### config.mk
export PLATFORM = sky130hd
export DESIGN_NAME = mesh_frame_deframer
export DESIGN_NICKNAME = d
export VERILOG_FILES = /design/src/mfd_pkg.sv /design/src/mesh_frame_deframer.sv /design/src/mfd_in_stage.sv /design/src/mfd_parser.sv /design/src/mfd_out_stage.sv
export SDC_FILE = /design/constraint.sdc
export NUM_CORES = 1
export LEC_CHECK = 0
export BUFFER_PORTS_ARGS = -buffer_cell sky130_fd_sc_hd__buf_4
export CAP_MARGIN = 15
export CORE_UTILIZATION = 31
export CTS_CLUSTER_DIAMETER = 30
export DETAILED_ROUTE_END_ITERATION = 6
export GPL_TIMING_DRIVEN = 0
export PLACE_DENSITY = 0.53
export SLEW_MARGIN = 20
export SYNTH_ARGS = -nofsm -noshare
export SYNTH_HDL_FRONTEND = slang
export SYNTH_SLANG_ARGS = --single-unit
### constraint.sdc
create_clock -name aclk -period 7.63 [get_ports aclk]
set_clock_uncertainty 0.05 [all_clocks]
set_input_delay 1.1445 -clock aclk [delete_from_list [all_inputs] [get_ports aclk]]
set_output_delay 1.1445 -clock aclk [all_outputs]
set_load 0.1 [all_outputs]
### src/mfd_pkg.sv
`timescale 1ns / 1ps
// ----------------------------------------------------------------------------
// mfd_pkg: shared types and constants of the mesh frame deframer
// Parser phases, result kinds, header and ack bytes, result record.
// ----------------------------------------------------------------------------
package mfd_pkg;

    localparam logic [7:0] HDR_FIRST      = 8'hF1;
    localparam logic [7:0] HDR_SECOND     = 8'hDD;
    localparam int unsigned PAYLOAD_OFFSET = 7;
    // length byte counts address, skip bytes and payload
    localparam logic [7:0] LEN_OVERHEAD   = 8'(PAYLOAD_OFFSET - 3);

    localparam logic [7:0] ACK_CHAR_O  = 8'h4F;
    localparam logic [7:0] ACK_CHAR_K  = 8'h4B;
    localparam logic [7:0] ACK_CHAR_CR = 8'h0D;
    localparam logic [7:0] ACK_CHAR_LF = 8'h0A;

    typedef enum logic [2:0] {
        PH_HUNT    = 3'd0,
        PH_SAW_F1  = 3'd1,
        PH_LEN     = 3'd2,
        PH_ADDR_HI = 3'd3,
        PH_ADDR_LO = 3'd4,
        PH_SKIP_A  = 3'd5,
        PH_SKIP_B  = 3'd6,
        PH_PAYLOAD = 3'd7
    } phase_t;

    typedef enum logic [1:0] {
        K_ACK   = 2'd0,
        K_DATA  = 2'd1,
        K_EMPTY = 2'd2,
        K_BAD   = 2'd3
    } kind_t;

    typedef struct packed {
        kind_t       kind;
        logic [15:0] peer_address;
        logic [7:0]  payload_byte;
        logic        last_of_frame;
    } result_t;

    function automatic logic [7:0] ack_char(input logic [1:0] pos);
        logic [7:0] c;
        unique case (pos)
            2'd0:    c = ACK_CHAR_O;
            2'd1:    c = ACK_CHAR_K;
            2'd2:    c = ACK_CHAR_CR;
            default: c = ACK_CHAR_LF;
        endcase
        return c;
    endfunction

endpackage

### src/mesh_frame_deframer.sv
`timescale 1ns / 1ps
// ----------------------------------------------------------------------------
// mesh_frame_deframer: byte-serial mesh module link parser
// Finds ack text and F1 DD framed packets, forwards payload bytes tagged
// with the peer address, and reports empty frames and bad length bytes.
// ----------------------------------------------------------------------------
//  channel | direction | ports
//  s_      | in        | s_valid, s_ready, s_rx_byte
//  m_      | out       | m_valid, m_ready, m_kind, m_peer_address,
//          |           | m_payload_byte, m_last_of_frame
//
// One byte per cycle unless a held result stalls; a byte's result passes
// from the input register through the parser logic to the result register.
// Reset is synchronous on aresetn low and returns the parser to hunting.
// A held result stalls the parser and input register only when a new
// result would need the result register.
// ----------------------------------------------------------------------------
module mesh_frame_deframer (
    input  logic        aclk,
    input  logic        aresetn,
    input  logic        s_valid,
    output logic        s_ready,
    input  logic [7:0]  s_rx_byte,
    output logic        m_valid,
    input  logic        m_ready,
    output logic [1:0]  m_kind,
    output logic [15:0] m_peer_address,
    output logic [7:0]  m_payload_byte,
    output logic        m_last_of_frame
);
    import mfd_pkg::*;

    logic       byte_valid;
    logic [7:0] byte_data;
    logic       out_free;
    logic       advance;
    logic       res_valid;
    result_t    res;
    result_t    m_res;

    // consume the held byte only when its result has somewhere to go
    assign advance = byte_valid && (out_free || !res_valid);

    mfd_in_stage u_in (
        .aclk      (aclk),
        .aresetn   (aresetn),
        .s_valid   (s_valid),
        .s_ready   (s_ready),
        .s_rx_byte (s_rx_byte),
        .advance   (advance),
        .byte_valid(byte_valid),
        .byte_data (byte_data)
    );

    mfd_parser u_parser (
        .aclk     (aclk),
        .aresetn  (aresetn),
        .advance  (advance),
        .rx_byte  (byte_data),
        .res_valid(res_valid),
        .res      (res)
    );

    mfd_out_stage u_out (
        .aclk    (aclk),
        .aresetn (aresetn),
        .load    (advance && res_valid),
        .res     (res),
        .out_free(out_free),
        .m_valid (m_valid),
        .m_ready (m_ready),
        .m_res   (m_res)
    );

    assign m_kind          = m_res.kind;
    assign m_peer_address  = m_res.peer_address;
    assign m_payload_byte  = m_res.payload_byte;
    assign m_last_of_frame = m_res.last_of_frame;
endmodule

### src/mfd_in_stage.sv
`timescale 1ns / 1ps
// ----------------------------------------------------------------------------
// mfd_in_stage: input register
// Holds one received byte until the parser consumes it.
// ----------------------------------------------------------------------------
module mfd_in_stage (
    input  logic       aclk,
    input  logic       aresetn,
    input  logic       s_valid,
    output logic       s_ready,
    input  logic [7:0] s_rx_byte,
    input  logic       advance,
    output logic       byte_valid,
    output logic [7:0] byte_data
);
    logic       valid_reg;
    logic       valid_next;
    logic [7:0] byte_reg;

    assign s_ready    = !valid_reg || advance;
    assign valid_next = (s_valid && s_ready) ? 1'b1 : (advance ? 1'b0 : valid_reg);

    always_ff @(posedge aclk) begin
        if (!aresetn) begin
            valid_reg <= 1'b0;
        end else begin
            valid_reg <= valid_next;
        end
    end

    always_ff @(posedge aclk) begin
        if (s_valid && s_ready) begin
            byte_reg <= s_rx_byte;
        end
    end

    assign byte_valid = valid_reg;
    assign byte_data  = byte_reg;
endmodule

### src/mfd_parser.sv
`timescale 1ns / 1ps
// ----------------------------------------------------------------------------
// mfd_parser: frame and ack parser
// Per-byte state update and result decode; state moves only on advance.
// ----------------------------------------------------------------------------
module mfd_parser (
    input  logic                aclk,
    input  logic                aresetn,
    input  logic                advance,
    input  logic [7:0]          rx_byte,
    output logic                res_valid,
    output mfd_pkg::result_t    res
);
    import mfd_pkg::*;

    phase_t      phase_reg, phase_next;
    logic [1:0]  ack_reg, ack_next;
    logic [7:0]  left_reg, left_next;
    logic [15:0] addr_reg, addr_next;
    logic        ack_hit;

    assign ack_hit = (rx_byte == ack_char(ack_reg));

    // next state
    always_comb begin
        phase_next = phase_reg;
        ack_next   = ack_reg;
        left_next  = left_reg;
        addr_next  = addr_reg;
        unique case (phase_reg)
            PH_HUNT, PH_SAW_F1: begin
                if (phase_reg == PH_SAW_F1 && rx_byte == HDR_SECOND) begin
                    phase_next = PH_LEN;
                    ack_next   = 2'd0;
                end else begin
                    phase_next = (rx_byte == HDR_FIRST) ? PH_SAW_F1 : PH_HUNT;
                    if (ack_hit) begin
                        ack_next = (ack_reg == 2'd3) ? 2'd0 : ack_reg + 2'd1;
                    end else begin
                        // restart the match; the byte may open a new one
                        ack_next = (rx_byte == ACK_CHAR_O) ? 2'd1 : 2'd0;
                    end
                end
            end
            PH_LEN: begin
                if (rx_byte < LEN_OVERHEAD) begin
                    phase_next = PH_HUNT;
                end else begin
                    left_next  = rx_byte - LEN_OVERHEAD;
                    phase_next = PH_ADDR_HI;
                end
            end
            PH_ADDR_HI: begin
                addr_next  = {rx_byte, 8'h00};
                phase_next = PH_ADDR_LO;
            end
            PH_ADDR_LO: begin
                addr_next  = {addr_reg[15:8], rx_byte};
                phase_next = PH_SKIP_A;
            end
            PH_SKIP_A: begin
                phase_next = PH_SKIP_B;
            end
            PH_SKIP_B: begin
                phase_next = (left_reg == 8'd0) ? PH_HUNT : PH_PAYLOAD;
            end
            PH_PAYLOAD: begin
                if (left_reg <= 8'd1) begin
                    left_next  = 8'd0;
                    phase_next = PH_HUNT;
                end else begin
                    left_next = left_reg - 8'd1;
                end
            end
            default: phase_next = PH_HUNT;
        endcase
    end

    // result decode
    always_comb begin
        res_valid = 1'b0;
        res       = '{kind: K_ACK, peer_address: 16'h0000,
                      payload_byte: 8'h00, last_of_frame: 1'b0};
        unique case (phase_reg)
            PH_HUNT, PH_SAW_F1: begin
                if (!(phase_reg == PH_SAW_F1 && rx_byte == HDR_SECOND)
                    && ack_hit && ack_reg == 2'd3) begin
                    res_valid = 1'b1;
                end
            end
            PH_LEN: begin
                if (rx_byte < LEN_OVERHEAD) begin
                    res_valid = 1'b1;
                    res.kind  = K_BAD;
                end
            end
            PH_SKIP_B: begin
                if (left_reg == 8'd0) begin
                    res_valid        = 1'b1;
                    res.kind         = K_EMPTY;
                    res.peer_address = addr_reg;
                end
            end
            PH_PAYLOAD: begin
                res_valid         = 1'b1;
                res.kind          = K_DATA;
                res.peer_address  = addr_reg;
                res.payload_byte  = rx_byte;
                res.last_of_frame = (left_reg <= 8'd1);
            end
            default: res_valid = 1'b0;
        endcase
    end

    always_ff @(posedge aclk) begin
        if (!aresetn) begin
            phase_reg <= PH_HUNT;
            ack_reg   <= 2'd0;
            left_reg  <= 8'd0;
            addr_reg  <= 16'h0000;
        end else if (advance) begin
            phase_reg <= phase_next;
            ack_reg   <= ack_next;
            left_reg  <= left_next;
            addr_reg  <= addr_next;
        end
    end
endmodule

### src/mfd_out_stage.sv
`timescale 1ns / 1ps
// ----------------------------------------------------------------------------
// mfd_out_stage: result register
// Holds one result item until the downstream side takes it.
// ----------------------------------------------------------------------------
module mfd_out_stage (
    input  logic             aclk,
    input  logic             aresetn,
    input  logic             load,
    input  mfd_pkg::result_t res,
    output logic             out_free,
    output logic             m_valid,
    input  logic             m_ready,
    output mfd_pkg::result_t m_res
);
    import mfd_pkg::*;

    logic    valid_reg;
    logic    valid_next;
    result_t res_reg;

    assign out_free   = !valid_reg || m_ready;
    assign valid_next = load ? 1'b1 : (m_ready ? 1'b0 : valid_reg);

    always_ff @(posedge aclk) begin
        if (!aresetn) begin
            valid_reg <= 1'b0;
        end else begin
            valid_reg <= valid_next;
        end
    end

    always_ff @(posedge aclk) begin
        if (load) begin
            res_reg <= res;
        end
    end

    assign m_valid = valid_reg;
    assign m_res   = res_reg;
endmodule
After elaboration in Yosys (flattened, before gate mapping). Index checks and enable logic that the tools add are counted.

Order comparisons: 2. Reductions and logical operators: 26. Bitwise logic cells: 1. Add/subtract/negate cells: 3. Equal/unequal tests: 16. Multiplexer cells: 27.

Operator list (count): $pmux 16 s2 (2); $pmux 3 s7 (1); $pmux 7 s3 (1); $mux 18 (1); $eq 8x8->1 const B (2); $mux 8 (2); $pmux 8 s2 (1); $eq 3x3->1 const B (4); $mux 2 (5); $mux 1 (9); $mux 3 (3); $eq 8x7->1 (1); $eq 8x7->1 const B (1); $le 8x1->1 const B (1); $logic_not 8->1 (1); $lt 8x3->1 const B (1); $reduce_bool 2->1 (4); $sub 8x1->8 const B (1); $sub 8x3->8 const B (1); $eq 3x2->1 const B (2); $logic_and 1x1->1 (6); $pmux 2 s3 (1); $reduce_and 2->1 (3); $reduce_and 3->1 (2); other kinds (13) (19).

Logic and storage cells: 87. Bits of input ports: 12. Bits in registers: 66. Output and inout bits: 29.

Depth between registers and ports, before layout.
Word-level depth: 13. Gate-level depth with buffers: 9. Gate-level depth less buffers: 8.

Hierarchy. Synthesis repeated with hierarchy kept, for this count alone.

Cell total of the unflattened synthesis: 315. Area, all modules: 3160.5 um^2.

By module, submodules not included: mfd_parser (area each 1984.4 um^2, sequential area each 580.6 um^2, cells an instance 268, times used 1); mfd_out_stage (area each 859.6 um^2, sequential area each 830.8 um^2, cells an instance 31, times used 1); mfd_in_stage (area each 297.8 um^2, sequential area each 260.2 um^2, cells an instance 13, times used 1); mesh_frame_deframer (area each 18.8 um^2, sequential area each 0.0 um^2, cells an instance 3, times used 1).

Least setup slack after synthesis. No wires, ideal clock.

Kind: reg2out. Start: reg u_in.byte_reg[5] (netlist: u_in.byte_data[5]). End: out s_ready. Slack: 4.107 ns. Buffers on the path: 2. Data required time: 6.435 ns. Arrival time: 2.329 ns. Stages on the path, launching flop included: 9. Path through: edfxtp_1 buf_6 or3_4 buf_6 nor4_4 and3_1 a21oi_2 nand2b_4 or2_1.

Word-level cells in the longest chain between the ends: 11. Elaborated cells between the ends (all ways): 14. Those cells by class: order compare (1); eq/ne (2); mux (3); reduce/logical (8).

Ends and longest elaborated chain: from (decl) (line mfd_in_stage.sv:18) `logic [7:0] byte_reg;`; from (signal assigned) (line mfd_in_stage.sv:33) `byte_reg <= s_rx_byte;`; branches (longest 6 deep; another with $lt 8x3->1); $pmux 1 s4 (*) (line mfd_parser.sv:84) `unique case (phase_reg)`; $logic_not 1->1 (*) (line mesh_frame_deframer.sv:42) `assign advance = byte_valid && (out_free || !res_valid);`; $logic_or 1x1->1 (*) (line mesh_frame_deframer.sv:42); $logic_and 1x1->1 (*) (line mesh_frame_deframer.sv:42); $logic_or 1x1->1 (*) (line mfd_in_stage.sv:20) `assign s_ready = !valid_reg || advance;`; to (decl) (line mesh_frame_deframer.sv:22) `output logic s_ready,`.

Mark *: on every way between the ends.

Final worst setup path.
Start: reg u_in.byte_reg[2] (netlist: u_in.byte_data[2]). End: out s_ready.

Same word-level chain as after synthesis.

==> metrics.txt <==
global route total overflow 0; Cell variety after synth 52; Cells after Synth 309; number of flip-flops in the largest register 27; most common cell after layout, fill and taps aside buf_4; largest family of logic cells by synthesized area simple AND/OR/NAND/NOR gates; Setup crit start kind flop; vias in the first global route 2350; clock transition at the registers of the reported paths 80 ps; Initial DRT Pass Iterations 4; FMAX 251 MHz; mux cell area share after synthesis 0.623%; fin crit share 52.1%; Setup crit start u_in.byte_data[2]; RR Startpoint u_in.byte_data[2]; Hold/Removal Path Class reg2reg; layout cells sized above 1 18.6%; sequential fraction of the synthesis area 52.0%; warnings from Yosys 0; Leak 1.33 nW; Compound-Gate Fraction of Synth Area 15.8%; final hold vios 0; EDFF count, synth 35; Synth Area in Adders 3.89%; Final TNS setup 0 ps; synthesized-area fraction occupied by and/or/nand/nor cells 22.1%; Min Clock Period, post-route 3980 ps; # diodes 0; nets@finish 382; Final WS setup 3650 ps; Final Max Tran Viols 0; chip width 104 um; Sinks on Clock Net 66; RSZ-0062 raised after global routing no; buffer depth of the longest clock path 2; DP HPWL 5070 um; Slew headroom 33.3%; Power Density 176 mW/mm2; starting density of the core 32.4%; largest net degree at the start of global routing 28; aggregate global-route resource usage 14.4%; critical path type reg2out; # setup viols final 0; IO buf count 40; Final Wtd Congestion 0.829; CTS Hold Buffers Added 0; Worst Path Max Fanout 7; first-pass GRT wire length 12100 um; Post-route DRC 0; dominant synthesized flop cell edfxtp_1; R2R setup slack 4620 ps; Synth Register Bits 66; # rows 36; TritonCTS Buffers 9; Antenna Nets Post-Route 0; XOR/XNOR share of the synthesized area 1.91%; Post-synth ARST share 0%; synth-to-layout area growth 20.0%; Worst EP arrival 2780 ps; Tightest Pin Transition 999 ps; Setup crit end kind output port; status complete, no violations; Clk Latency, worst-skew pair 340 ps; Die ar. 0.0108 mm2; initial antenna violation count 0; Chip Height 104 um; max cap viols 0; Syn Nets 331; CTS Root Cell clkbuf_8; hold_sp u_parser.addr_reg[8]; CTS tree done; Max IR drop VDD 86.8 uV; I/O pin count 41; # H-tree levels 3; Setup WS pre-CTS 4030 ps; Worst EP required 6440 ps; initial DRC count 163; post_cts resized 0; wire per inst 15.0 um; syn avg cell area 10.4 um2; Mapped Area 0.00321 mm2; Core Area 0.00991 mm2; DRT Wirelength 7470 um; vias per inst 4.83; most frequent cells in the layout buf_4 (40), nand2_1 (35), edfxtp_1 (35), dfxtp_1 (31), and2_1 (24); Vias 2407; post-CTS setup buffer count 0
==> kinds of logic after synthesis <==
family,Yosys count
compound gates,68
xor+xnor,7
fa+ha+maj,10
buf+inv,26
flops,66
mux,2
simple gates,130
==> critical path: stages, from the launching register on <==
cell and delay [ps]:
edfxtp_1 550, inv_1 250, ha_1 250, nand2b_1 130
nor4_1 320, o2bb2ai_1 200, a21oi_2 100, nand2b_4 200
or2_1 210, buf_4 230
==> through the flow <==
stage | hold WS (ps) | utilization [%] | std cells | total power [mW] | area [um2]
after CTS | 415 | 38.9 | 498 | 0.684 | 3860
after global routing | 430 | 38.9 | 498 | 0.703 | 3860
after floorplan | 389 | - | 309 | 0.410 | 3210
after detailed placement | 404 | 37.2 | 482 | 0.426 | 3690
final | 409 | 38.9 | 498 | 0.677 | 3860
after global placement | 398 | 37.1 | 482 | 0.426 | 3680
==> per-layer routing <==
layer | up-vias | share of wire, % | global-route usage [%]
met5 | - | 0 | 0
met4 | 0 | 1.7 | 6.73
met3 | 8 | 3.9 | 3.84
met1 | 1110 | 49 | 18.6
li1 | 1222 | - | -
met2 | 67 | 46 | 22.5
==> worst paths after layout <==
| path | end | depth (start not counted) |
|---|---|---|
| max | s_ready | 9 |
| min | u_parser.addr_reg[8] | 2 |
| max reg2reg | u_out.m_res[0] | 8 |
| min reg2reg | u_parser.addr_reg[8] | 2 |
==> layout make-up <==
cell class | instances | area [um2]
buffer | 18 | 86.3
sequential | 66 | 1670
multi-input combinational | 217 | 1430
tap | 133 | 166
fill | 1016 | 6050
timing repair buffer | 40 | 300
clock buffer | 9 | 124
clock inverter | 7 | 45.0
inverter | 8 | 30.0
==> cell usage after synthesis (6+ instances only) <==
cell type  instances  area share, %
edfxtp_1          35             33
nand2_1           35            4.1
dfxtp_1           31             19
and2_1            24            4.7
nor2_1            16            1.9
nor2b_1           13            2.5
a22oi_1           12            2.8
clkbuf_1          12            1.4
o21ai_0           12            1.9
a21boi_0          10            2.3
ha_1              10            3.9
nor3_1            10            1.6
inv_1              8           0.93
nand4_1            7            1.4
xnor2_1            6            1.6
==> power breakdown <==
group	total (mW)	switching, mW	internal (mW)	leakage [nW]
sequential	0.379	0.00448	0.375	0.514
clock	0.259	0.142	0.117	0.0891
combinational	0.0392	0.0236	0.0156	0.726
Note: power is estimated with default switching activity, not from simulation.
